[src/rtl/svm_ovo_pkg.sv]
// ----------------------------------------------------------------------------
// svm_ovo_pkg
// Shared payload types and fixed-point helpers for the one-vs-one SVM engine.
// ----------------------------------------------------------------------------
`default_nettype none

package svm_ovo_pkg;

    // Input item opcodes
    localparam logic [1:0] OP_LOAD_COEF   = 2'd0;
    localparam logic [1:0] OP_LOAD_OFFSET = 2'd1;
    localparam logic [1:0] OP_LOAD_CLASS  = 2'd2;
    localparam logic [1:0] OP_KERNEL      = 2'd3;

    typedef struct packed {
        logic [1:0]         opcode;
        logic [4:0]         slot;
        logic [9:0]         sv_index;
        logic signed [31:0] sample_value;
        logic [10:0]        vec_count;
        logic               row_end;
    } t_in_item;

    typedef struct packed {
        logic signed [31:0] decision_value;
        logic [4:0]         pair_index;
        logic               last_of_run;
    } t_out_item;

    // Handshake between front and back
    typedef struct packed {
        logic start;
        logic done;
    } t_pass_ctl;

    // Signed 64-bit add, clamped to the 64-bit range
    function automatic logic signed [63:0] sat_add64(input logic signed [63:0] a,
                                                     input logic signed [63:0] b);
        logic signed [64:0] sum;
        begin
            sum = {a[63], a} + {b[63], b};
            if (sum[64] != sum[63]) begin
                sat_add64 = sum[64] ? {1'b1, 63'd0} : {1'b0, {63{1'b1}}};
            end else begin
                sat_add64 = sum[63:0];
            end
        end
    endfunction

    // Q32.32 to Q16.16: add half an LSB, floor, clamp to 32 bits
    function automatic logic signed [31:0] to_q16(input logic signed [63:0] v);
        logic signed [48:0] q;
        begin
            q = {v[63], v[63:16]} + {48'd0, v[15]};
            if (q > 49'sd2147483647) begin
                to_q16 = 32'sh7fffffff;
            end else if (q < -49'sd2147483648) begin
                to_q16 = 32'sh80000000;
            end else begin
                to_q16 = q[31:0];
            end
        end
    endfunction

endpackage

`default_nettype wire

[src/rtl/svm_ovo_front.sv]
// ----------------------------------------------------------------------------
// svm_ovo_front
// Accepts input items, decodes them into store writes and starts a pass.
// ----------------------------------------------------------------------------
`default_nettype none

module svm_ovo_front #(
    parameter int MAX_CLASSES = 8,
    parameter int MAX_SV      = 1024,
    parameter int CL_W        = 3,
    parameter int SV_W        = 10,
    parameter int CA_W        = 13,
    parameter int PR_W        = 5
) (
    input  wire logic                   i_clk,
    input  wire logic                   i_rst_n,
    input  wire logic                   i_in_valid,
    output logic                        o_in_stall,
    input  wire svm_ovo_pkg::t_in_item  i_item,
    input  wire logic                   i_done,
    output logic                        o_start,
    output logic                        o_coef_we,
    output logic [CA_W-1:0]             o_coef_addr,
    output logic                        o_kern_we,
    output logic [SV_W-1:0]             o_kern_addr,
    output logic                        o_off_we,
    output logic [PR_W-1:0]             o_off_addr,
    output logic [31:0]                 o_wr_data,
    output logic [9:0]                  o_cls_start [MAX_CLASSES],
    output logic [10:0]                 o_cls_size  [MAX_CLASSES]
);

    import svm_ovo_pkg::*;

    localparam int ROWS  = MAX_CLASSES - 1;
    localparam int PAIRS = (MAX_CLASSES * (MAX_CLASSES - 1)) / 2;

    logic        r_wait, n_wait;
    logic        r_start;
    logic        accept;
    logic        pos_ok;
    logic [31:0] slot32;
    logic [9:0]  r_cls_start [MAX_CLASSES];
    logic [10:0] r_cls_size  [MAX_CLASSES];

    assign o_in_stall = r_wait;
    assign accept     = i_in_valid && !r_wait;
    assign slot32     = 32'(i_item.slot);
    assign pos_ok     = 32'(i_item.sv_index) < MAX_SV;

    // store write decode
    assign o_wr_data   = i_item.sample_value;
    assign o_coef_we   = accept && (i_item.opcode == OP_LOAD_COEF) && (slot32 < ROWS) && pos_ok;
    assign o_coef_addr = CA_W'(slot32 * MAX_SV + 32'(i_item.sv_index));
    assign o_kern_we   = accept && (i_item.opcode == OP_KERNEL) && pos_ok;
    assign o_kern_addr = SV_W'(i_item.sv_index);
    assign o_off_we    = accept && (i_item.opcode == OP_LOAD_OFFSET) && (slot32 < PAIRS);
    assign o_off_addr  = PR_W'(i_item.slot);

    // hold off further items from row end until the pass finishes
    always_comb begin
        n_wait = r_wait;
        if (accept && (i_item.opcode == OP_KERNEL) && i_item.row_end) begin
            n_wait = 1'b1;
        end else if (i_done) begin
            n_wait = 1'b0;
        end
    end

    always_ff @(posedge i_clk) begin
        if (!i_rst_n) begin
            r_wait  <= 1'b0;
            r_start <= 1'b0;
        end else begin
            r_wait  <= n_wait;
            r_start <= accept && (i_item.opcode == OP_KERNEL) && i_item.row_end;
        end
    end

    assign o_start = r_start;

    // class range table
    always_ff @(posedge i_clk) begin
        if (accept && (i_item.opcode == OP_LOAD_CLASS) && (slot32 < MAX_CLASSES)) begin
            r_cls_start[i_item.slot[CL_W-1:0]] <= i_item.sv_index;
            r_cls_size[i_item.slot[CL_W-1:0]]  <= i_item.vec_count;
        end
    end

    assign o_cls_start = r_cls_start;
    assign o_cls_size  = r_cls_size;

endmodule

`default_nettype wire

[config.mk]
export PLATFORM = sky130hd
export DESIGN_NAME = svm_ovo_front
export DESIGN_NICKNAME = d
export VERILOG_FILES = /design/src/rtl/svm_ovo_pkg.sv /design/src/rtl/svm_ovo_front.sv
export SDC_FILE = /design/constraint.sdc
export NUM_CORES = 1
export LEC_CHECK = 0
export ABC_AREA = 1
export ABC_CLOCK_PERIOD_IN_PS = 3200
export BUFFER_PORTS_ARGS = -buffer_cell sky130_fd_sc_hd__buf_2
export CAP_MARGIN = 20
export CORE_ASPECT_RATIO = 0.9
export CORE_MARGIN = 8
export CORE_UTILIZATION = 36
export DETAILED_ROUTE_END_ITERATION = 16
export MAX_ROUTING_LAYER = met4
export PLACE_DENSITY = 0.64
export SETUP_SLACK_MARGIN = 0.2
export SYNTH_ARGS = -nofsm -noshare
export SYNTH_HDL_FRONTEND = slang
export SYNTH_SLANG_ARGS = --single-unit
[constraint.sdc]
create_clock -name i_clk -period 3.2 [get_ports i_clk]
set_clock_uncertainty 0.15 [all_clocks]
set_input_delay 0.64 -clock i_clk [delete_from_list [all_inputs] [get_ports i_clk]]
set_output_delay 0.64 -clock i_clk [all_outputs]
set_load 0.01 [all_outputs]
# [After elaboration in Yosys (flattened, before gate mapping)]
# Index checks and enable logic that the tools add are counted.
[classes] n_addsub=1 magnitude_cmp=5 eq_ne=3 mux=8 n_bitwise=1 reduce_logical=13
[ops] operator="88-bit bitwise mux" count=1
[ops] operator="80-bit bitwise mux" count=1
[ops] operator="11-bit demux with 3-bit select" count=1
[ops] operator="10-bit demux with 3-bit select" count=1
[ops] operator="13-bit by 10-bit adder with 13-bit output" count=1
[ops] operator="11-bit 2-to-1 mux" count=1
[ops] operator="1-bit logical AND" count=10
[ops] operator="10-bit 2-to-1 mux" count=1
[ops] operator="5-bit by 3-bit < comparator with 1-bit output, second input constant" count=1
[ops] operator="5-bit by 4-bit < comparator with 1-bit output, second input constant" count=1
[ops] operator="5-bit < comparator, second input constant" count=1
[ops] operator="2-bit == test, second input constant" count=2
[ops] operator="4-bit >= comparator, second input constant" count=1
[ops] operator="4-bit by 1-bit < comparator with 1-bit output, second input constant" count=1
[ops] operator="3-bit NOT with 4-bit output" count=1
[ops] operator="2-bit by 1-bit == test with 1-bit output, second input constant" count=1
[ops] operator="2-bit zero test" count=1
[ops] operator="1-bit 2-to-1 mux" count=2
[ops] operator="2-bit nonzero test" count=1
[ops] operator="1-bit zero test" count=1
[totals] ff_bits=170 input_bits=65 output_inout_bits=233

# [Logic depth before layout (Yosys ltp)]
[depth] word_depth=6 mapped_depth=5 depth_no_buf=5

# [Worst setup path before layout]
# No wires, ideal clock.
[synth_timing] path_kind="input to register" startpoint="in i_item[59] (netlist bit)" endpoint="reg r_cls_size, in the netlist o_cls_size[0], enable pin" setup_time_ns=0.426 arrival_time_ns=2.386 t_required_ns=2.624 slack_ns=0.238 path_stages=3 cell_sequence="inv_1 nand3_2 nor3_1"
[synth_between] elab_chain_len=3
[synth_rtl] item="start, declared" line="svm_ovo_front.sv:19" text="input wire svm_ovo_pkg::t_in_item i_item,"
[synth_rtl] item="2-bit == test" line="svm_ovo_front.sv:84" text="if (accept && (i_item.opcode == OP_LOAD_CLASS) && (slot32 < MAX_CLASSES)) begin"
[synth_rtl] item="1-bit logical AND (2 in a row)" line="svm_ovo_front.sv:84"
[synth_rtl] item="end signal, assigned by index" line="svm_ovo_front.sv:86" text="r_cls_size[i_item.slot[CL_W-1:0]] <= i_item.vec_count;"
[synth_rtl] item="end, declared" line="svm_ovo_front.sv:44" text="logic [10:0] r_cls_size [MAX_CLASSES];"
# Every way passes these cells.
# A chain may end at the register's enable or synchronous reset.

# [Final worst setup path]
[layout_timing] startpoint="in i_item[60] (netlist bit)" endpoint="out o_off_we"
[layout_between] elab_chain_len=3
[layout_rtl] item="2-bit by 1-bit == test with 1-bit output" line="svm_ovo_front.sv:57" text="assign o_off_we = accept && (i_item.opcode == OP_LOAD_OFFSET) && (slot32 < PAIRS);"
[layout_rtl] item="1-bit logical AND (2 in a row)" line="svm_ovo_front.sv:57"
[layout_rtl] item="end, declared" line="svm_ovo_front.sv:26" text="output logic o_off_we,"
# Every way passes these cells.

==> out/results.tsv <==
stage	metric	value	unit
cells_and_area	layout_commonest_cell	buf_2	
cells_and_area	finalNonFillerCells	691	
floorplan	fp-row-count	43	
worst_setup_path	critical_path_class	primary input to output port	
worst_setup_path	crit_chain	buf_2 -> inv_1 -> nand3_1 -> nor2_1 -> buf_2	
worst_setup_path	critPathMaxFanout	2	
sta	slew_headroom	0.829	
worst_setup_path	cpMostUsedCell	buf_2	
cts	postCtsSetupRepairBufs	0	
detailed_routing	wl_met3	1530	um
detailed_routing	viasPerCell	4.40	
sta	hold_viol	0	
cells_and_area	final.fill_count	1319	
cells_and_area	final_cell_mix	buf_2 (233), edfxtp_1 (168), clkbuf_16 (17)	
cells_and_area	drive_above_1_share	0.605	
cts	holdBufCountCts	0	
cells_and_area	area_delta_synth_final	31.3	%
logic_synthesis	synth.top_cell.area_share	0.881	
sta	setup-violations-final	0	
sta	setup_ws	1080	ps
detailed_routing	wl	14900	um
cells_and_area	multiInputGateArea	204	um2
cts	cts.sinks	170	
cells_and_area	fin_util	0.485	
grt	grt_overflow	0	
floorplan	die_y	136	um
floorplan	io_pins	298	
logic_synthesis	synth_cells	267	
run_status	status	complete, no violations	
worst_setup_path	slowest_stage	nor2_1	
worst_setup_path	cp_top_family	buffers and inverters	
floorplan	coreArea	0.0155	mm2
worst_setup_path	arrival	1330	ps
placement	gp_congestion	0.741	
logic_synthesis	ys_seq_area_frac	0.888	
cts	cts_max_level	4	
cells_and_area	fin_area	0.00752	mm2
logic_synthesis	synth_area_leaders	edfxtp_1 (88%), buf_4 (7.9%), dfxtp_1 (0.70%), nor3_1 (0.70%), nand2_1 (0.52%)	
detailed_routing	vias	3043	
sta	fin_crit_sh	0.662	
power	p_per_area	637	mW/mm2
min_path	min_path_type	primary input to flop	
detailed_routing	wl_per_cell	21.6	um
cts	root_buffer	clkbuf_16	
logic_synthesis	yosys_warnings	0	
detailed_routing	wirelength_met1	5180	um
job	cap_violations	0	
cts	clock_latency	400	ps
cells_and_area	regArea	0.00508	mm2
detailed_routing	drc	0	
detailed_routing	drtIter0Drc	178	
grt	grtUsageTotal	0.149	
logic_synthesis	synth.distinct_cells	16	
sta	grt_setup_unrepaired	no	
grt	grt_max_degree	17	
detailed_routing	first_pass_iters	7	
worst_setup_path	end_kind	output port	
detailed_routing	ant_nets	0	
sta	fin_crit	2120	ps
cts	clk_path_buf_depth	2	
sta	holdWs	297	ps
sta	fmax	472	MHz
grt	grt_pass1_vias	3336	
floorplan	initial_core_util	0.370	
worst_setup_path	critPathMaxStageDelay	230	ps
logic_synthesis	synth_fp_nets	332	
sta	slew_viol_final	0	
logic_synthesis	synth.avg_cell_area	21.5	um2
sta	worstMarginPinSlew	256	ps
logic_synthesis	synth-seq-cells	170	
placement	hpwl	11400	um
placement	place_area	0.00686	mm2
cts	cts_inserted_buffers	17	
logic_synthesis	netlist_area	0.00573	mm2
detailed_routing	top_layer_used	met4	
worst_setup_path	worst-path-buf-inv	3	
placement	dp.cells	658	
worst_setup_path	critical_path_depth	5	
cts	cts.clk_slew.worst_paths	60	ps
floorplan	dieArea	0.0202	mm2
sta	finalSetupTns	0	ps
grt	antenna_found_initial	0	
cts	cts_resized	0	
worst_setup_path	ff2ff_path_depth	4	
worst_setup_path	r2r_slack	1620	ps
cts	cts_tree	done	
grt	grt_pass1_wl	21000	um
placement	portBuffers	233	
placement	dpl_worst_slack	1050	ps
power	p_total	4.79	mW
cells_and_area	finalNetCount	540	
worst_setup_path	critPathLaunchType	primary input	
detailed_routing	dr_wl_met2	7840	um
power	ir_drop	0.382	mV
worst_setup_path	required	2410	ps
power	leakage	2.95	nW
min_path	hold-path-cell-count	3	
floorplan	dieWidth	149	um
logic_synthesis	synth_top_cell_by_area	edfxtp_1	
==> worst paths after layout <==
check	to	startpoint
max	o_off_we	i_item[60]
min	o_in_stall$_SDFFE_PN0P_	i_rst_n
max reg2reg	o_cls_start[8]$_DFFE_PP_	o_in_stall$_SDFFE_PN0P_
min reg2reg	o_in_stall$_SDFFE_PN0P_	o_in_stall$_SDFFE_PN0P_
==> Yosys cell counts (all sizes together) <==
| library cell | instances |
|---|---|
| nor3 | 8 |
| buf | 60 |
| dfxtp | 2 |
| inv | 8 |
| nand2 | 9 |
| nor2 | 5 |
| nand3 | 5 |
| edfxtp | 168 |
| nand4 | 1 |
| o21ai | 1 |
==> routing by layer <==
| layer | GRT usage | vias to the layer above |
|---|---|---|
| met5 | - | - |
| met4 | 0.0672 | 0 |
| met3 | 0.0635 | 27 |
| met2 | 0.254 | 188 |
| met1 | 0.145 | 1470 |
| li1 | - | 1358 |
==> power by group <==
part | internal (mW) | switching, mW
Combinational | 0.0354 | 0.0750
Sequential | 2.45 | 0.00127
Clock | 1.40 | 0.828
==> layout make-up <==
cell class / count / share of cell area
clock buffer: 17 / 0.0566
tap: 202 / 0.0336
sequential: 170 / 0.676
clock inverter: 15 / 0.0313
timing repair buffer: 249 / 0.171
antenna: 1 / 0.000333
multi-input combinational: 29 / 0.0271
inverter: 8 / 0.00399
==> logic make-up after synthesis <==
logic type | share of synthesized area
AOI/OAI and AO/OA | 0.000873
DFF | 0.888
buffers and inverters | 0.0839
and+or+nand+nor | 0.0277
==> worst min-delay path, cell delays in order <==
cell     delay (ps)
buf_2            90
nand2_1          50
nand2_1          50
==> sequential cells by signal, summed over array words and instances (netlist names) <==
| signal | flops |
|---|---|
| o_in_stall | 1 |
| o_cls_start | 80 |
| o_cls_size | 88 |
| o_start | 1 |
Power figures use the tool's default switching activity.
