===== config.mk =====
export PLATFORM = sky130hd
export DESIGN_NAME = svm_ovo_back
export DESIGN_NICKNAME = d
export VERILOG_FILES = /design/src/rtl/svm_ovo_pkg.sv /design/src/rtl/svm_ovo_back.sv
export SDC_FILE = /design/constraint.sdc
export NUM_CORES = 2
export LEC_CHECK = 0
export ABC_AREA = 1
export ABC_CLOCK_PERIOD_IN_PS = 9700
export BUFFER_PORTS_ARGS = -buffer_cell sky130_fd_sc_hd__buf_2
export CELL_PAD_IN_SITES_DETAIL_PLACEMENT = 1
export CELL_PAD_IN_SITES_GLOBAL_PLACEMENT = 1
export CORE_AREA = 2 2 311 390
export CTS_BUF_LIST = sky130_fd_sc_hd__clkbuf_4 sky130_fd_sc_hd__clkbuf_8
export DETAILED_ROUTE_END_ITERATION = 7
export DIE_AREA = 0 0 313 392
export PLACE_DENSITY_LB_ADDON = 0.1
export SLEW_MARGIN = 30
export SYNTH_ARGS = -nofsm -noshare
export SYNTH_HDL_FRONTEND = slang
export SYNTH_SLANG_ARGS = --single-unit

===== constraint.sdc =====
create_clock -name i_clk -period 9.7 [get_ports i_clk]
set_input_delay 0 -clock i_clk [delete_from_list [all_inputs] [get_ports i_clk]]
set_output_delay 0 -clock i_clk [all_outputs]
set_load 0.1 [all_outputs]

===== src/rtl/svm_ovo_pkg.sv =====
// ----------------------------------------------------------------------------
// svm_ovo_pkg
// Shared payload types and fixed-point helpers for the one-vs-one SVM engine.
// ----------------------------------------------------------------------------
`default_nettype none

package svm_ovo_pkg;

    // Input item opcodes
    localparam logic [1:0] OP_LOAD_COEF   = 2'd0;
    localparam logic [1:0] OP_LOAD_OFFSET = 2'd1;
    localparam logic [1:0] OP_LOAD_CLASS  = 2'd2;
    localparam logic [1:0] OP_KERNEL      = 2'd3;

    typedef struct packed {
        logic [1:0]         opcode;
        logic [4:0]         slot;
        logic [9:0]         sv_index;
        logic signed [31:0] sample_value;
        logic [10:0]        vec_count;
        logic               row_end;
    } t_in_item;

    typedef struct packed {
        logic signed [31:0] decision_value;
        logic [4:0]         pair_index;
        logic               last_of_run;
    } t_out_item;

    // Handshake between front and back
    typedef struct packed {
        logic start;
        logic done;
    } t_pass_ctl;

    // Signed 64-bit add, clamped to the 64-bit range
    function automatic logic signed [63:0] sat_add64(input logic signed [63:0] a,
                                                     input logic signed [63:0] b);
        logic signed [64:0] sum;
        begin
            sum = {a[63], a} + {b[63], b};
            if (sum[64] != sum[63]) begin
                sat_add64 = sum[64] ? {1'b1, 63'd0} : {1'b0, {63{1'b1}}};
            end else begin
                sat_add64 = sum[63:0];
            end
        end
    endfunction

    // Q32.32 to Q16.16: add half an LSB, floor, clamp to 32 bits
    function automatic logic signed [31:0] to_q16(input logic signed [63:0] v);
        logic signed [48:0] q;
        begin
            q = {v[63], v[63:16]} + {48'd0, v[15]};
            if (q > 49'sd2147483647) begin
                to_q16 = 32'sh7fffffff;
            end else if (q < -49'sd2147483648) begin
                to_q16 = 32'sh80000000;
            end else begin
                to_q16 = q[31:0];
            end
        end
    endfunction

endpackage

`default_nettype wire


===== src/rtl/svm_ovo_back.sv =====
// ----------------------------------------------------------------------------
// svm_ovo_back
// Pair sequencer with one pipelined multiply-accumulate unit.
// ----------------------------------------------------------------------------
`default_nettype none

module svm_ovo_back #(
    parameter int MAX_CLASSES = 8,
    parameter int MAX_SV      = 1024,
    parameter int CL_W        = 3,
    parameter int SV_W        = 10,
    parameter int CA_W        = 13,
    parameter int PR_W        = 5
) (
    input  wire logic                   i_clk,
    input  wire logic                   i_rst_n,
    input  wire logic [3:0]             i_num_classes,
    input  wire logic                   i_start,
    output logic                        o_done,
    output logic                        o_busy,
    input  wire logic [9:0]             i_cls_start [MAX_CLASSES],
    input  wire logic [10:0]            i_cls_size  [MAX_CLASSES],
    output logic [CA_W-1:0]             o_coef_addr,
    input  wire logic [31:0]            i_coef_data,
    output logic [SV_W-1:0]             o_kern_addr,
    input  wire logic [31:0]            i_kern_data,
    output logic [PR_W-1:0]             o_off_addr,
    input  wire logic [31:0]            i_off_data,
    output logic                        o_push,
    input  wire logic                   i_full,
    output svm_ovo_pkg::t_out_item      o_result
);

    import svm_ovo_pkg::*;

    localparam int PW = (SV_W + 1 > 12) ? SV_W + 1 : 12;

    localparam logic [2:0] S_IDLE  = 3'd0;
    localparam logic [2:0] S_TERM  = 3'd1;
    localparam logic [2:0] S_DRAIN = 3'd2;
    localparam logic [2:0] S_OFF   = 3'd3;
    localparam logic [2:0] S_OUT   = 3'd4;

    logic [2:0]         r_state;
    logic [4:0]         r_i, r_j;
    logic               r_term;
    logic [10:0]        r_l;
    logic [PR_W-1:0]    r_k;
    logic               r_v1, r_v2;
    logic signed [63:0] r_prod;
    logic signed [63:0] r_acc;
    logic [4:0]         cls, row;
    logic [PW-1:0]      pos;
    logic               issue;
    logic               last_pair;
    logic [4:0]         nc;
    logic signed [63:0] off_q32;
    logic [31:0]        k32;

    assign nc = {1'b0, i_num_classes};

    // current term: class i with row j-1, then class j with row i
    assign cls   = r_term ? r_j : r_i;
    assign row   = r_term ? r_i : r_j - 5'd1;
    assign pos   = PW'(i_cls_start[cls[CL_W-1:0]]) + PW'(r_l);
    assign issue = (r_state == S_TERM) && (r_l < i_cls_size[cls[CL_W-1:0]])
                   && (32'(pos) < MAX_SV);

    assign o_coef_addr = CA_W'(32'(row) * MAX_SV + 32'(pos[SV_W-1:0]));
    assign o_kern_addr = pos[SV_W-1:0];
    assign o_off_addr  = r_k;

    assign last_pair = (r_i == nc - 5'd2);
    assign off_q32   = {{16{i_off_data[31]}}, i_off_data, 16'd0};

    // sequencer
    always_ff @(posedge i_clk) begin
        if (!i_rst_n) begin
            r_state <= S_IDLE;
            r_i     <= '0;
            r_j     <= 5'd1;
            r_term  <= 1'b0;
            r_l     <= '0;
            r_k     <= '0;
        end else begin
            case (r_state)
                S_IDLE: begin
                    if (i_start) begin
                        r_state <= S_TERM;
                        r_i     <= '0;
                        r_j     <= 5'd1;
                        r_term  <= 1'b0;
                        r_l     <= '0;
                        r_k     <= '0;
                    end
                end
                S_TERM: begin
                    if (issue) begin
                        r_l <= r_l + 11'd1;
                    end else if (!r_term) begin
                        r_term <= 1'b1;
                        r_l    <= '0;
                    end else begin
                        r_state <= S_DRAIN;
                    end
                end
                S_DRAIN: begin
                    if (!r_v1 && !r_v2) begin
                        r_state <= S_OFF;
                    end
                end
                S_OFF: begin
                    r_state <= S_OUT;
                end
                S_OUT: begin
                    if (!i_full) begin
                        if (last_pair) begin
                            r_state <= S_IDLE;
                        end else begin
                            r_state <= S_TERM;
                            r_term  <= 1'b0;
                            r_l     <= '0;
                            r_k     <= r_k + PR_W'(1);
                            if (r_j + 5'd1 < nc) begin
                                r_j <= r_j + 5'd1;
                            end else begin
                                r_i <= r_i + 5'd1;
                                r_j <= r_i + 5'd2;
                            end
                        end
                    end
                end
                default: begin
                    r_state <= S_IDLE;
                end
            endcase
        end
    end

    // MAC valid pipeline: read data, product, accumulate
    always_ff @(posedge i_clk) begin
        if (!i_rst_n) begin
            r_v1 <= 1'b0;
            r_v2 <= 1'b0;
        end else begin
            r_v1 <= issue;
            r_v2 <= r_v1;
        end
    end

    always_ff @(posedge i_clk) begin
        r_prod <= $signed(i_coef_data) * $signed(i_kern_data);
    end

    // accumulator: cleared per pair, saturating adds
    always_ff @(posedge i_clk) begin
        if (!i_rst_n) begin
            r_acc <= '0;
        end else if ((r_state == S_IDLE && i_start) || (r_state == S_OUT && !i_full)) begin
            r_acc <= '0;
        end else if (r_v2) begin
            r_acc <= sat_add64(r_acc, r_prod);
        end else if (r_state == S_OFF) begin
            r_acc <= sat_add64(r_acc, -off_q32);
        end
    end

    assign k32                     = 32'(r_k);
    assign o_push                  = (r_state == S_OUT) && !i_full;
    assign o_done                  = o_push && last_pair;
    assign o_busy                  = (r_state != S_IDLE);
    assign o_result.decision_value = to_q16(r_acc);
    assign o_result.pair_index     = k32[4:0];
    assign o_result.last_of_run    = last_pair;

endmodule

`default_nettype wire


Word level (Yosys, flattened, before mapping)
Index checks and enable logic that the tools add are counted.
Widths: inputs -> output; s select.

word-level totals
  logic and storage cells = 115
  register bits = 160
  input port bits = 272
  output and inout port bits = 69

operators by class
  bitwise gates (word level) = 2
  equal/unequal tests = 15
  $mul = 1
  muxes and demuxes = 47
  order comparisons = 6
  $add $sub $neg = 13
  reductions and logical operators = 21

operators with widths
  cell                   number
  $mux 64                6
  $add 64x64->65         2
  $mux 11                7
  $mul 32x32->64         1
  $mux 32                2
  $neg 48->64            1
  $mux 5                 10
  $add 48x2->49          1
  $gt 49x32->1 const B   1
  $lt 49x32->1 const B   1
  $bmux 11 s3            1
  $pmux 11 s3            1
  $bmux 10 s3            1
  $pmux 5 s2             3
  $mux 3                 7
  $mux 10                2
  $reduce_and 5->1       4
  $add 5x1->5 const B    3
  $pmux 3 s5             1
  $ne 2x2->1 const B     7
  $add 13x10->13         1
  $add 10x11->12         1
  $lt 12x11->1 const B   1
  $add 11x1->11 const B  1
  other kinds (24)       39

Logic depth before layout (Yosys ltp)
  depth after elaboration = 10
  mapped depth = 30
  gate-level depth less buffers = 29

Worst setup path after synthesis
OpenSTA, ideal clock, no wires.

  path kind = input-to-reg
  start point = in i_coef_data[31]
  end point = reg r_prod[62]
  setup time = 0.072 ns
  slack = 2.932 ns
  arrival = 6.697 ns
  cell stages on the path = 27
  data required time = 9.628 ns
  buffers on the path = 1
  cell sequence = clkbuf_1 > nand2_1 > inv_1 > fa_1 > inv_1 > fa_1 > inv_1 > fa_1 > fa_1 > inv_1 > fa_1 > inv_1 > fa_1 > inv_1 > fa_1 > fa_1 > inv_1 > ha_1 > nand2_1 > nor2_1 > inv_1 > nor2_1 > inv_1 > nor3_1 > nand3_1 > o21ai_0 > xor2_1

on the way
  word-level cells in the longest chain between the ends = 1

RTL lines
  item                  line                 source
  from (decl)           svm_ovo_back.sv:24   input wire logic [31:0] i_coef_data,
  $mul 32x32->64        svm_ovo_back.sv:152  r_prod <= $signed(i_coef_data) * $signed(i_kern_data);
  to (signal assigned)  svm_ovo_back.sv:152
  to (decl)             svm_ovo_back.sv:50   logic signed [63:0] r_prod;

Every way passes these cells.
A chain may end at the register's enable or synchronous reset.

Worst setup path after layout
  start point = in i_kern_data[6]
  end point = reg r_prod[62]

on the way
  word-level cells in the longest chain between the ends = 1

RTL lines
  item            line                 source
  from (decl)     svm_ovo_back.sv:26   input wire logic [31:0] i_kern_data,
  $mul 32x32->64  svm_ovo_back.sv:152

Every way passes these cells.

==> impl_results.md <==
- Status: finished clean
- Routed WL per cell: 22.9 um
- CTS tree: yes
- Drt first pass iters: 5
- Most frequent cell after synthesis: nand2_1
- Hold Path Stages: 3
- DRT antenna net count: 0
- CP peak stage delay: 0.85 ns
- CTS Buf Count: 17
- Crit start category: primary input
- First-pass GRT wire length: 342 mm
- Max_cap viols: 0
- Arrival @ worst endpoint: 8.37 ns
- Longest Clk Path Bufs: 2
- Final-layout fill cell count: 15700
- Vias/cell: 5.44
- Finish-stage setup viols: 0
- Vias in the first global route: 59100
- Top cell type's share of synthesized area: 38.2%
- Average size of a mapped cell: 7.10 sq um
- Die area: 0.123 sq mm
- Final nets: 9808
- Initial antenna violation count: 3
- Worst r2r path cells: 22
- Setup Crit Path Kind: primary input to flip-flop
- Critical Path RT: 10.20 ns
- Worst path depth: 25
- Gr ovfl total: 0
- Mapped Area: 0.0568 sq mm
- Most used DFF post-synth: dfxtp_1
- Flop2flop setup slack: 3.95 ns
- Die span in y: 392 um
- CP Capture Type: flip-flop
- Sum Neg Setup Slack: 0 ns
- Number of I/O pins: 341
- Seq/Total Area, Yosys: 5.64%
- Least-Margin Pin Slew: 1.04 ns
- Final WL: 223 mm
- Initial core utilization: 47.7%
- Hold WC Path Type: primary input to flip-flop
- Final Skew: 0.0286 ns
- EDFF count, synth: 0
- Largest net degree at the start of global routing: 94
- Root buf cell: clkbuf_8
- Hold_buf cts: 7
- Clk slew on worst S/H paths: 0.12 ns
- Total track usage: 36.6%
- #FFs+latches synth: 160
- CP Max Fanout: 32
- Clock Sinks: 160
- Post-Synthesis Cells: 8003
- Slew Viols, Final: 0
- Top post-synthesis cells by count: nand2_1, inv_1, fa_1
- Post-cts sizing count: 0
- Cell class contributing the biggest share of worst-path delay: adder cells
- Critical path's slowest cell: fa_1
- Hold Fails Final Rpt: 0
- Layout cell share with drive strength beyond 1: 6.71%
- Worst skew pair latency: 0.57 ns
- DRC errors left: 0
- FP Rows: 142
- DP HPWL: 188 mm
- DRC marker count from the first detailed-route iteration: 3156
- Vias: 52900
- Synthesis Warnings: 0
- Largest area contributor in the netlist: fa_1
- Period utilization: 81.2%
- Worst hold slack: 0.0545 ns
- Achievable frequency: 127 MHz
- Area delta synth->final: 5.84%
- Util after Layout: 50.4%
- Post-CTS Setup Repair Bufs: 0
- Die X: 313 um
- I/O Buffers: 340
- Crit path time final: 7.87 ns
- Unrepaired setup endpoints after global routing: false
- Core area: 0.119 sq mm
- Ranking of synthesized cells by area: fa_1, nand2_1, inv_1
- Crit path buffers/inverters: 9
- Synthesized net count: 9689
- GPL Wtd Cong: 0.964
- Library cells used by synthesis: 53
- Max H-tree Level: 4
- Relative slew slack: 30.4%
- Asr flop ratio synth: 0%
## layout make-up
type	instances	area, sq um	share of cell area (%)
multi-input cells	5554	44900	74.6
inverters	1988	7460	12.4
flip-flops and latches	160	3200	5.33
repair buffers	401	2190	3.64
well taps	1584	1980	3.30
clock buffers	17	234	0.389
clock inverters	15	186	0.310
diodes	2	5.00	0.00832
## worst paths after layout
check | from | endpoint
hold / removal | i_kern_data[0] | r_prod[0]$_DFF_P_
setup / recovery | i_kern_data[6] | r_prod[62]$_DFF_P_
hold reg to reg | r_v1$_SDFF_PN0_ | r_v2$_SDFF_PN0_
setup reg to reg | r_acc[17]$_SDFFE_PP0P_ | r_acc[59]$_SDFFE_PP0P_
## sequential cells by signal, summed over array words and instances, names as in the netlist
signal      cells
r_i             5
r_v2            1
r_j             5
o_off_addr      5
r_v1            1
r_term          1
r_state         3
r_acc          64
r_prod         64
r_l            11
## worst min-delay path, cell delays in order
cell and delay, ns:
buf_2 0.35, nand2_1 0.20, inv_1 0.04
## stage by stage
step	cells	setup WS [ns]	instance area, sq um
floorplan	8003	2.93	56800
global route	9720	1.43	60100
detailed placement	9680	1.21	59600
CTS	9719	1.86	60100
global placement	9680	1.39	59600
finish	9721	1.83	60100
## layout by cell type (no fill, tap or decap), drive strengths merged, types with 11 or more instances in the layout
cell    count
buf       394
nand4      71
o22ai      11
o21a       11
dfxtp     160
a221oi     21
xor2      120
a21o       13
a31oi      21
nand3b     14
xnor2      73
o221ai     11
nand3     251
inv      1991
nand2    2092
fa       1085
nor2      555
a21boi     12
or2        20
o21bai     37
o211ai     14
clkbuf     17
nor3       66
a21oi     393
o21ai     307
ha        329
## kinds of logic (layout without fill, tap and decap cells)
group | after synthesis | count (layout) | synth area share (%)
AOI/OAI and AO/OA | 862 | 862 | 8.36
adders and majority gates | 1414 | 1414 | 45.5
xor gates and xnor gates | 193 | 193 | 2.99
other | 0 | 2 | 0
DFF | 160 | 160 | 5.64
buffers and inverters | 2289 | 2421 | 15.4
and+or+nand+nor | 3085 | 3085 | 22.1
## per-layer routing
layer	vias to the layer above	global-route usage [%]	share of wire [%]
li1	23900	-	-
met1	26900	42.8	38
met2	1603	65.8	51
met3	522	3.27	4.5
met4	4	20.5	6.5
met5	-	0	0.011
Power is left out: the tool's default activity adds up to more than one toggle a clock period on the data nets, which glitch-free logic cannot reach.
