## src/rtl/svm_ovo_pkg.sv

```systemverilog
// ----------------------------------------------------------------------------
// svm_ovo_pkg
// Shared payload types and fixed-point helpers for the one-vs-one SVM engine.
// ----------------------------------------------------------------------------
`default_nettype none

package svm_ovo_pkg;

    // Input item opcodes
    localparam logic [1:0] OP_LOAD_COEF   = 2'd0;
    localparam logic [1:0] OP_LOAD_OFFSET = 2'd1;
    localparam logic [1:0] OP_LOAD_CLASS  = 2'd2;
    localparam logic [1:0] OP_KERNEL      = 2'd3;

    typedef struct packed {
        logic [1:0]         opcode;
        logic [4:0]         slot;
        logic [9:0]         sv_index;
        logic signed [31:0] sample_value;
        logic [10:0]        vec_count;
        logic               row_end;
    } t_in_item;

    typedef struct packed {
        logic signed [31:0] decision_value;
        logic [4:0]         pair_index;
        logic               last_of_run;
    } t_out_item;

    // Handshake between front and back
    typedef struct packed {
        logic start;
        logic done;
    } t_pass_ctl;

    // Signed 64-bit add, clamped to the 64-bit range
    function automatic logic signed [63:0] sat_add64(input logic signed [63:0] a,
                                                     input logic signed [63:0] b);
        logic signed [64:0] sum;
        begin
            sum = {a[63], a} + {b[63], b};
            if (sum[64] != sum[63]) begin
                sat_add64 = sum[64] ? {1'b1, 63'd0} : {1'b0, {63{1'b1}}};
            end else begin
                sat_add64 = sum[63:0];
            end
        end
    endfunction

    // Q32.32 to Q16.16: add half an LSB, floor, clamp to 32 bits
    function automatic logic signed [31:0] to_q16(input logic signed [63:0] v);
        logic signed [48:0] q;
        begin
            q = {v[63], v[63:16]} + {48'd0, v[15]};
            if (q > 49'sd2147483647) begin
                to_q16 = 32'sh7fffffff;
            end else if (q < -49'sd2147483648) begin
                to_q16 = 32'sh80000000;
            end else begin
                to_q16 = q[31:0];
            end
        end
    endfunction

endpackage

`default_nettype wire

```

## src/rtl/svm_ovo_fifo.sv

```systemverilog
// ----------------------------------------------------------------------------
// svm_ovo_fifo
// Four-entry result queue between the pair sequencer and the output port.
// ----------------------------------------------------------------------------
`default_nettype none

module svm_ovo_fifo (
    input  wire logic                   i_clk,
    input  wire logic                   i_rst_n,
    input  wire logic                   i_push,
    input  wire svm_ovo_pkg::t_out_item i_data,
    output logic                        o_full,
    output logic                        o_valid,
    input  wire logic                   i_stall,
    output svm_ovo_pkg::t_out_item      o_data
);

    import svm_ovo_pkg::*;

    t_out_item  r_buf [4];
    logic [1:0] r_wr, r_rd;
    logic [2:0] r_cnt;
    logic       pop;

    assign o_full  = (r_cnt == 3'd4);
    assign o_valid = (r_cnt != 3'd0);
    assign o_data  = r_buf[r_rd];
    assign pop     = o_valid && !i_stall;

    // pointers and fill count
    always_ff @(posedge i_clk) begin
        if (!i_rst_n) begin
            r_wr  <= '0;
            r_rd  <= '0;
            r_cnt <= '0;
        end else begin
            if (i_push) begin
                r_wr <= r_wr + 2'd1;
            end
            if (pop) begin
                r_rd <= r_rd + 2'd1;
            end
            r_cnt <= r_cnt + {2'd0, i_push} - {2'd0, pop};
        end
    end

    always_ff @(posedge i_clk) begin
        if (i_push) begin
            r_buf[r_wr] <= i_data;
        end
    end

endmodule

`default_nettype wire

```

## config.mk

```make
export PLATFORM = sky130hd
export DESIGN_NAME = svm_ovo_fifo
export DESIGN_NICKNAME = d
export VERILOG_FILES = /design/src/rtl/svm_ovo_pkg.sv /design/src/rtl/svm_ovo_fifo.sv
export SDC_FILE = /design/constraint.sdc
export NUM_CORES = 1
export LEC_CHECK = 0
export BUFFER_PORTS_ARGS = -buffer_cell sky130_fd_sc_hd__buf_2
export CAP_MARGIN = 25
export CORE_AREA = 2 2 126 128
export DETAILED_ROUTE_END_ITERATION = 6
export DIE_AREA = 0 0 128 130
export PLACE_DENSITY = 0.66
export SLEW_MARGIN = 5
export SYNTH_ARGS = -nofsm -noshare
export SYNTH_HDL_FRONTEND = slang
export SYNTH_SLANG_ARGS = --single-unit
```

## constraint.sdc

```tcl
create_clock -name i_clk -period 2.89 [get_ports i_clk]
set_clock_uncertainty 0.05 [all_clocks]
set_input_delay 0 -clock i_clk [delete_from_list [all_inputs] [get_ports i_clk]]
set_output_delay 0 -clock i_clk [all_outputs]
set_load 0.03 [all_outputs]
```

Word level (Yosys, flattened, before mapping)
Memories as Yosys holds them, arrays and structs flattened. A register that Yosys moved wholly into a read port is not among the register bits.
Index checks and enable logic that the tools add are counted.
{"block": "totals", "reg_bits": 7, "latch_bits": 0, "ram_bits": 152, "romBits": 0, "in_bits": 42, "output_inout_bits": 40, "wordCells": 16, "mem_count": 1}
{"memory": "r_buf", "depth": 4, "width": 38, "rd": 1, "rd_clocked_by_memory_dff": 1, "write_ports": 1, "line_no": "svm_ovo_fifo.sv:20", "source": "t_out_item r_buf [4];"}
{"block": "classes", "add_sub_neg": 4, "n_mul": 0, "n_div": 0, "n_lt_le_gt_ge": 0, "eq_ne": 1, "shifts": 0, "muxes": 4, "bitwise_logic": 0, "n_reduce_logical": 3}
{"op": "$add 2x1->2 const B", "n": 2}
{"op": "$mux 2", "n": 2}
{"op": "$add 3x1->3", "n": 1}
{"op": "$eq 3x3->1 const B", "n": 1}
{"op": "$reduce_bool 3->1", "n": 1}
{"op": "$sub 3x1->3", "n": 1}
{"op": "$mux 1", "n": 2}
{"op": "$logic_and 1x1->1", "n": 1}
{"op": "$logic_not 1->1", "n": 1}

Longest topological paths before layout
Gate-level depths: netlist (run 1).
{"block": "logic_depth", "depth_word": 4, "ltp_mapped": 9, "depth_no_buf": 9}

Worst setup path after synthesis (run 1)
OpenSTA, ideal clock, no wires.
{"block": "synth_path", "path_type": "register to register", "start": "reg r_cnt[1]", "end": "reg r_cnt[2]", "arrival_ns": 1.934, "t_required_ns": 2.725, "setup_slack_ns": 0.791, "path_stages_with_launch": 10, "path_buffers": 0, "synth_period_minus_slack_ns": 2.099, "cell_sequence": "dfxtp_1 nor3_1 nor2_1 ha_1 inv_1 ha_1 fa_1 xnor2_1 xnor2_1 and2_1"}
{"block": "synth_between", "elab_chain_cells": 3, "word_cells_on_any_way": 4}
{"element": "start, declared", "line_no": "svm_ovo_fifo.sv:22", "source": "logic [2:0] r_cnt;"}
{"element": "start signal, assigned", "line_no": "svm_ovo_fifo.sv:43", "source": "r_cnt <= r_cnt + {2'd0, i_push} - {2'd0, pop};"}
{"element": "$reduce_bool 3->1", "line_no": "svm_ovo_fifo.sv:26", "source": "assign o_valid = (r_cnt != 3'd0);"}
{"element": "$logic_and 1x1->1", "line_no": "svm_ovo_fifo.sv:28", "source": "assign pop = o_valid && !i_stall;"}
{"element": "net pop", "line_no": "svm_ovo_fifo.sv:23", "source": "logic pop;"}
{"element": "$sub 3x1->3", "line_no": "svm_ovo_fifo.sv:43"}
The timed path passes the listed nets, and every way through them passes these cells.
A chain may end at the register's enable or synchronous reset.

Final worst setup path (run 1)
Ends and elaborated chain as after synthesis.

==> qor.txt, run 1 <==
TritonRoute pass-1 iters: 4
DR iter-0 viols: 88
RSZ-0062 raised after global routing: false
Area Growth Syn to Fin: 28.9%
clk_lat worst skew: 0.42 ns
post-synth top area cell: edfxtp_1
final wirelength: 10,100 µm
Final Hold Fails: 0
synth warn: 0
Post-Place Cells: 518
crit end category: register
f_max: 0.439 GHz
Port Buffers: 81
final cell count without fillers: 592
largest net degree at the start of global routing: 25
placed cell area: 0.00665 mm²
worst-case reg-to-reg path depth: 9
Synth area leaders: edfxtp_1 77%, mux4_2 14%, dfxtp_1 3.0%, ha_1 1.3%, and2_1 0.84%
total negative slack: 0 ns
Post-Layout Inst Area: 0.00768 mm²
starting density of the core: 0.386
sequential fraction of the synthesis area: 0.796
Mapped Cells: 245
minimum clock period: 2.28 ns
CTS H-tree lvls: 4
Synth Flop Type: edfxtp_1
routed len/inst: 17.1 µm
worst-path maximum fanout: 5
Synth Register Bits: 161
max-cap check violation count: 0
first-pass GRT wire length: 16,200 µm
DRC Markers: 0
mux contribution to synthesized area: 0.147
Critical Path AT: 2.54 ns
Min-Delay Path Depth: 2
adder-cell share of the synthesized area: 0.0160
number of diodes: 0
Final GP Congestion: 0.659
initial antenna violation count: 0
largest family of logic cells by synthesized area: multiplexers
max-slew violations: 0
most common library cells after synthesis: 152 x edfxtp_1, 38 x mux4_2, 9 x dfxtp_1
Compound-Gate Fraction of Synth Area: 0.00336
site row count: 46
PwrDens: 818 mW/mm²
Pleak: 2.66 nW
GR Overflow Total: 0
Nets: 436
status: complete, no violations
Netlist Area Pre-Place: 0.00596 mm²
Layout Utilization: 0.498
Hold Slack: 0.286 ns
CP Data Required Time: 3.16 ns
CTS clock-pin slew for the worst setup and hold paths: 0.06 ns
Worst Tran Pin Value: 0.601 ns
die height: 130 µm
share of the synthesized area in the top cell type: 0.766
Avg Inst Size Synth: 24.3 µm²
Via-to-Cell Ratio: 4.79
CTS tree: built
Antenna Nets Post-Route: 0
element type at the critical path start: register
simple logic cell fraction of the synthesized area: 0.0160
vias: 2,835
post-synthesis cell type count: 25
CTS buffer count: 17
clock sink count: 161
clk root buf: clkbuf_16
Post-CTS Resized: 0
GRT Total Usage: 0.134
die width: 128 µm
Post-synth EDFFs: 152
relative slew slack: 0.599
ys async rst share: 0
clock tree buffer depth: 2
maximum vdd drop: 725 µV
ratio of cells with drive above 1 in the final layout: 0.403
I/O pins: 82
Tcrit/Tclk final: 0.788
Post-Syn Nets: 294
CP Class: reg2reg
Core Box Area: 0.0154 mm²
Final setup viols: 0
Final HPWL DP: 6260 µm
post-synthesis xor/xnor area fraction: 0.00441
count leader, synth: edfxtp_1
die area: 0.0166 mm²
Worst Hold Class: in2reg
number of global-route vias before repair: 3,104
==> cell usage in the layout, fill, tap and decap left out, types with 2 or more instances in the layout <==
| cell | count |
|---|---|
| buf_4 | 4 |
| inv_1 | 7 |
| ha_1 | 6 |
| edfxtp_1 | 152 |
| inv_6 | 2 |
| buf_2 | 81 |
| and2_1 | 4 |
| and2_2 | 4 |
| clkbuf_16 | 17 |
| a21boi_0 | 2 |
| mux2i_1 | 2 |
| dlygate4sd3_1 | 42 |
| clkinv_4 | 2 |
| xnor2_1 | 2 |
| clkinvlp_4 | 2 |
| bufinv_16 | 4 |
| clkinv_1 | 4 |
| mux4_2 | 38 |
| dfxtp_1 | 7 |
| buf_12 | 4 |
==> critical path: stages (launching register included) <==
cell and delay, ns:
dfxtp_1 0.32, nor3_1 0.41, nor2_1 0.10, ha_1 0.29
inv_1 0.04, ha_1 0.18, fa_1 0.37, xnor2_1 0.14
xnor2_1 0.12, and2_1 0.15
==> routing by layer <==
metal / vias to the layer above / global-route usage / part of all wire
li1: 1301 / - / -
met1: 1463 / 0.164 / 0.44
met2: 61 / 0.223 / 0.51
met3: 10 / 0.0500 / 0.039
met4: 0 / 0.0446 / 0.013
met5: - / 0 / 0
==> area by class of cell <==
type,instances,area [µm²]
Clock buffer,17,425
Clock inverter,15,190
Fill cell,1273,7740
Inverter,7,26.3
Multi-Input combinational cell,69,1120
Sequential cell,161,4750
Tap cell,192,240
Timing Repair Buffer,131,936
==> power by group <==
| part | total [mW] | switching [mW] | internal, mW |
|---|---|---|---|
| Sequential | 2.78 | 0.0862 | 2.70 |
| Combinational | 1.21 | 0.688 | 0.519 |
| Clock | 2.30 | 0.861 | 1.44 |
==> cells by family after synthesis <==
| logic type | count (synthesis) |
|---|---|
| buffers and inverters | 15 |
| AO/OA/AOI/OAI | 3 |
| flip-flops | 161 |
| multiplexers | 40 |
| XOR/XNOR | 3 |
| AND/OR/NAND/NOR | 16 |
| adder cells (fa/ha/maj) | 7 |
==> per-stage QoR <==
stage	worst slack, ns	total power, mW
floorplan	0.791	3.71
global placement	0.730	3.99
detailed placement	0.594	4.02
CTS	0.586	6.37
global route	0.416	6.56
finish	0.613	6.29
==> sequential cells by signal, indices dropped and copies added (netlist names), named ones only <==
name   cells
r_rd       2
r_cnt      3
r_wr       2
r_buf    152
==> final timing paths <==
check                             from                endpoint  slack, ns
setup / recovery   r_cnt[1]$_SDFF_PN0_     r_cnt[2]$_SDFF_PN0_       0.61
hold / removal              i_data[15]  r_buf[3][15]$_DFFE_PP_       0.29
setup reg to reg   r_cnt[1]$_SDFF_PN0_     r_cnt[2]$_SDFF_PN0_       0.61
hold reg to reg   r_rd[1]$_SDFFE_PN0P_                register       0.42
==> timing repair <==
action | CTS | global route
hold endpoints to repair | 161 | 0
buffers inserted | 0 | 0
hold buffers | 42 | 0
No activity file was read; power rests on OpenSTA's default activity.
==> inputs of run 2 (changes only) <==
Settings changed: PLACE_DENSITY 0.66 to 0.68.
Clock period 2.89 ns to 1.9 ns, I/O delays scaled along.
==> run 2 against run 1 <==
  * The run now ends with setup timing left
  * Flip-flop and latch count unchanged
  * Sequential share of layout area fell by 0.67 points
  * Clock-buffer cell count increased by 2
  * Fmax up 14%
  * Sequential power grew 50%
  * Critical path depth is the same
  * Clock power is 53% higher
  * Worst hold slack lost 0.0096 ns
  * Combinational power up 77%
  * Cell area rose by 1.2%
  * Power grew 57%
==> qor.txt, run 2 (same netlist as run 1, synthesis figures left out) <==
status: complete, but fails checks
failing checks: setup timing
CTS tree: built
max reg flops: 152
initial antenna violation count: 0
Layout Utilization: 0.504
number of diodes: 0
RSZ-0062 raised after global routing: true
number of global-route vias before repair: 3,059
fin worst setup slack: -0.104 ns
Comb pwr share: 0.217
Final HPWL DP: 6350 µm
PwrDens: 1270 mW/mm²
routed len/inst: 17.6 µm
Antenna Nets Post-Route: 0
maximum vdd drop: 745 µV
M3 GR Usage: 0.0472
commonest non-fill, non-tap cell in the layout: edfxtp_1
minimum clock period: 2.00 ns
CP Class: reg2reg
final wirelength: 10,600 µm
CTS clock-pin slew for the worst setup and hold paths: 0.06 ns
biggest regs: r_buf x152, r_cnt x3
Overall Power: 9.85 mW
DRC Markers: 0
GRT Total Usage: 0.139
Via-to-Cell Ratio: 4.76
TritonRoute pass-1 iters: 4
CP Data Required Time: 2.17 ns
CTS H-tree lvls: 4
max-cap check violation count: 0
ratio of cells with drive above 1 in the final layout: 0.441
clk root buf: clkbuf_16
clock power share: 0.358
die width: 128 µm
I/O pins: 82
clock tree buffer depth: 2
element type at the critical path start: register
total negative slack: -0.104 ns
clock sink count: 161
Final GP Congestion: 0.691
GR Overflow Total: 0
Nets: 444
site row count: 46
max-slew violations: 0
CTS buffer count: 17
Area Growth Syn to Fin: 30.4%
Pleak: 2.70 nW
met2 Use GR: 0.229
Flop pwr share: 0.425
M1 GR Usage: 0.168
Most flops, register: r_buf
f_max: 0.499 GHz
Critical Path AT: 2.27 ns
Switching Share: 0.263
Post-Layout Inst Area: 0.00777 mm²
die height: 130 µm
crit end category: register
worst-path maximum fanout: 2
die area: 0.0166 mm²
Worst Tran Pin Value: 0.526 ns
Core Box Area: 0.0154 mm²
Tcrit/Tclk final: 1.05
Power Internal: 7.26 mW
DR iter-0 viols: 166
Final Hold Fails: 0
starting density of the core: 0.386
first-pass GRT wire length: 16,600 µm
vias: 2,855
clk_lat worst skew: 0.42 ns
Setup Slack @ Placement: -0.114 ns
GR peak layer: met2
placed cell area: 0.00668 mm²
largest net degree at the start of global routing: 24
Net Switching: 2.59 mW
Worst Hold Class: in2reg
leading cell types in the layout, fill and taps excluded: 152 x edfxtp_1, 81 x buf_2, 41 x dlygate4sd3_1, 38 x mux4_2, 17 x clkbuf_16
Port Buffers: 81
relative slew slack: 0.650
Final setup viols: 1
==> run 2: repair_timing <==
| action | 4_1_cts | 5_1_grt |
|---|---|---|
| hold buffers | 41 | 0 |
| pin swaps | 1 | 8 |
| endpoints found under the setup margin | 1 | 2 |
| resized for setup | 1 | 7 |
| buffers inserted | 4 | 0 |
| hold endpoints to repair | 161 | 0 |
==> run 2: worst max-delay path, stage by stage, from the launching register on <==
cell     delay [ns]
dfxtp_2        0.34
nor3_4         0.18
nor2_1         0.08
ha_1           0.29
inv_2          0.04
ha_4           0.15
fa_2           0.36
xnor2_2        0.15
xnor2_1        0.12
and2_1         0.14
==> run 2: layer usage <==
layer	part of all wire	vias up
met1	0.42	1453
met5	0	-
met3	0.046	15
met4	0.017	0
li1	-	1322
met2	0.52	65
==> run 2: worst paths after layout <==
| kind | startpoint | to | slack (ns) | cells after the start |
|---|---|---|---|---|
| worst max-delay path | r_cnt[0]$_SDFF_PN0_ | r_cnt[2]$_SDFF_PN0_ | -0.10 | 9 |
| worst min-delay path | i_data[8] | r_buf[3][8]$_DFFE_PP_ | 0.28 | 2 |
| worst max register to register | r_cnt[0]$_SDFF_PN0_ | r_cnt[2]$_SDFF_PN0_ | -0.10 | 9 |
| worst min register to register | r_rd[1]$_SDFFE_PN0P_ | register | 0.43 | 2 |
==> run 2: cell type report <==
type	instances	area [µm²]
repair buffers	139	981
well taps	192	240
flip-flops and latches	161	4750
fillers	1274	7650
inverters	7	26.3
multi-input cells	69	1150
clock inverters	13	188
clock buffers	19	433
==> run 2: through the flow <==
step | hold slack, ns | std cells
6_report | 0.276 | 600
2_1_floorplan | 0.0489 | 245
4_1_cts | 0.257 | 600
5_1_grt | 0.265 | 600
3_5_place_dp | 0.167 | 523
3_3_place_gp | 0.161 | 523
==> run 2: power groups by stage <==
stage / Sequential, mW / Combinational, mW / Clock, mW
floorplan: 4.22 / 1.43 / 0
global placement: 4.23 / 1.92 / 0
detailed placement: 4.24 / 1.96 / 0
CTS: 4.17 / 2.11 / 3.60
global route: 4.20 / 2.32 / 3.75
finish: 4.18 / 2.14 / 3.53
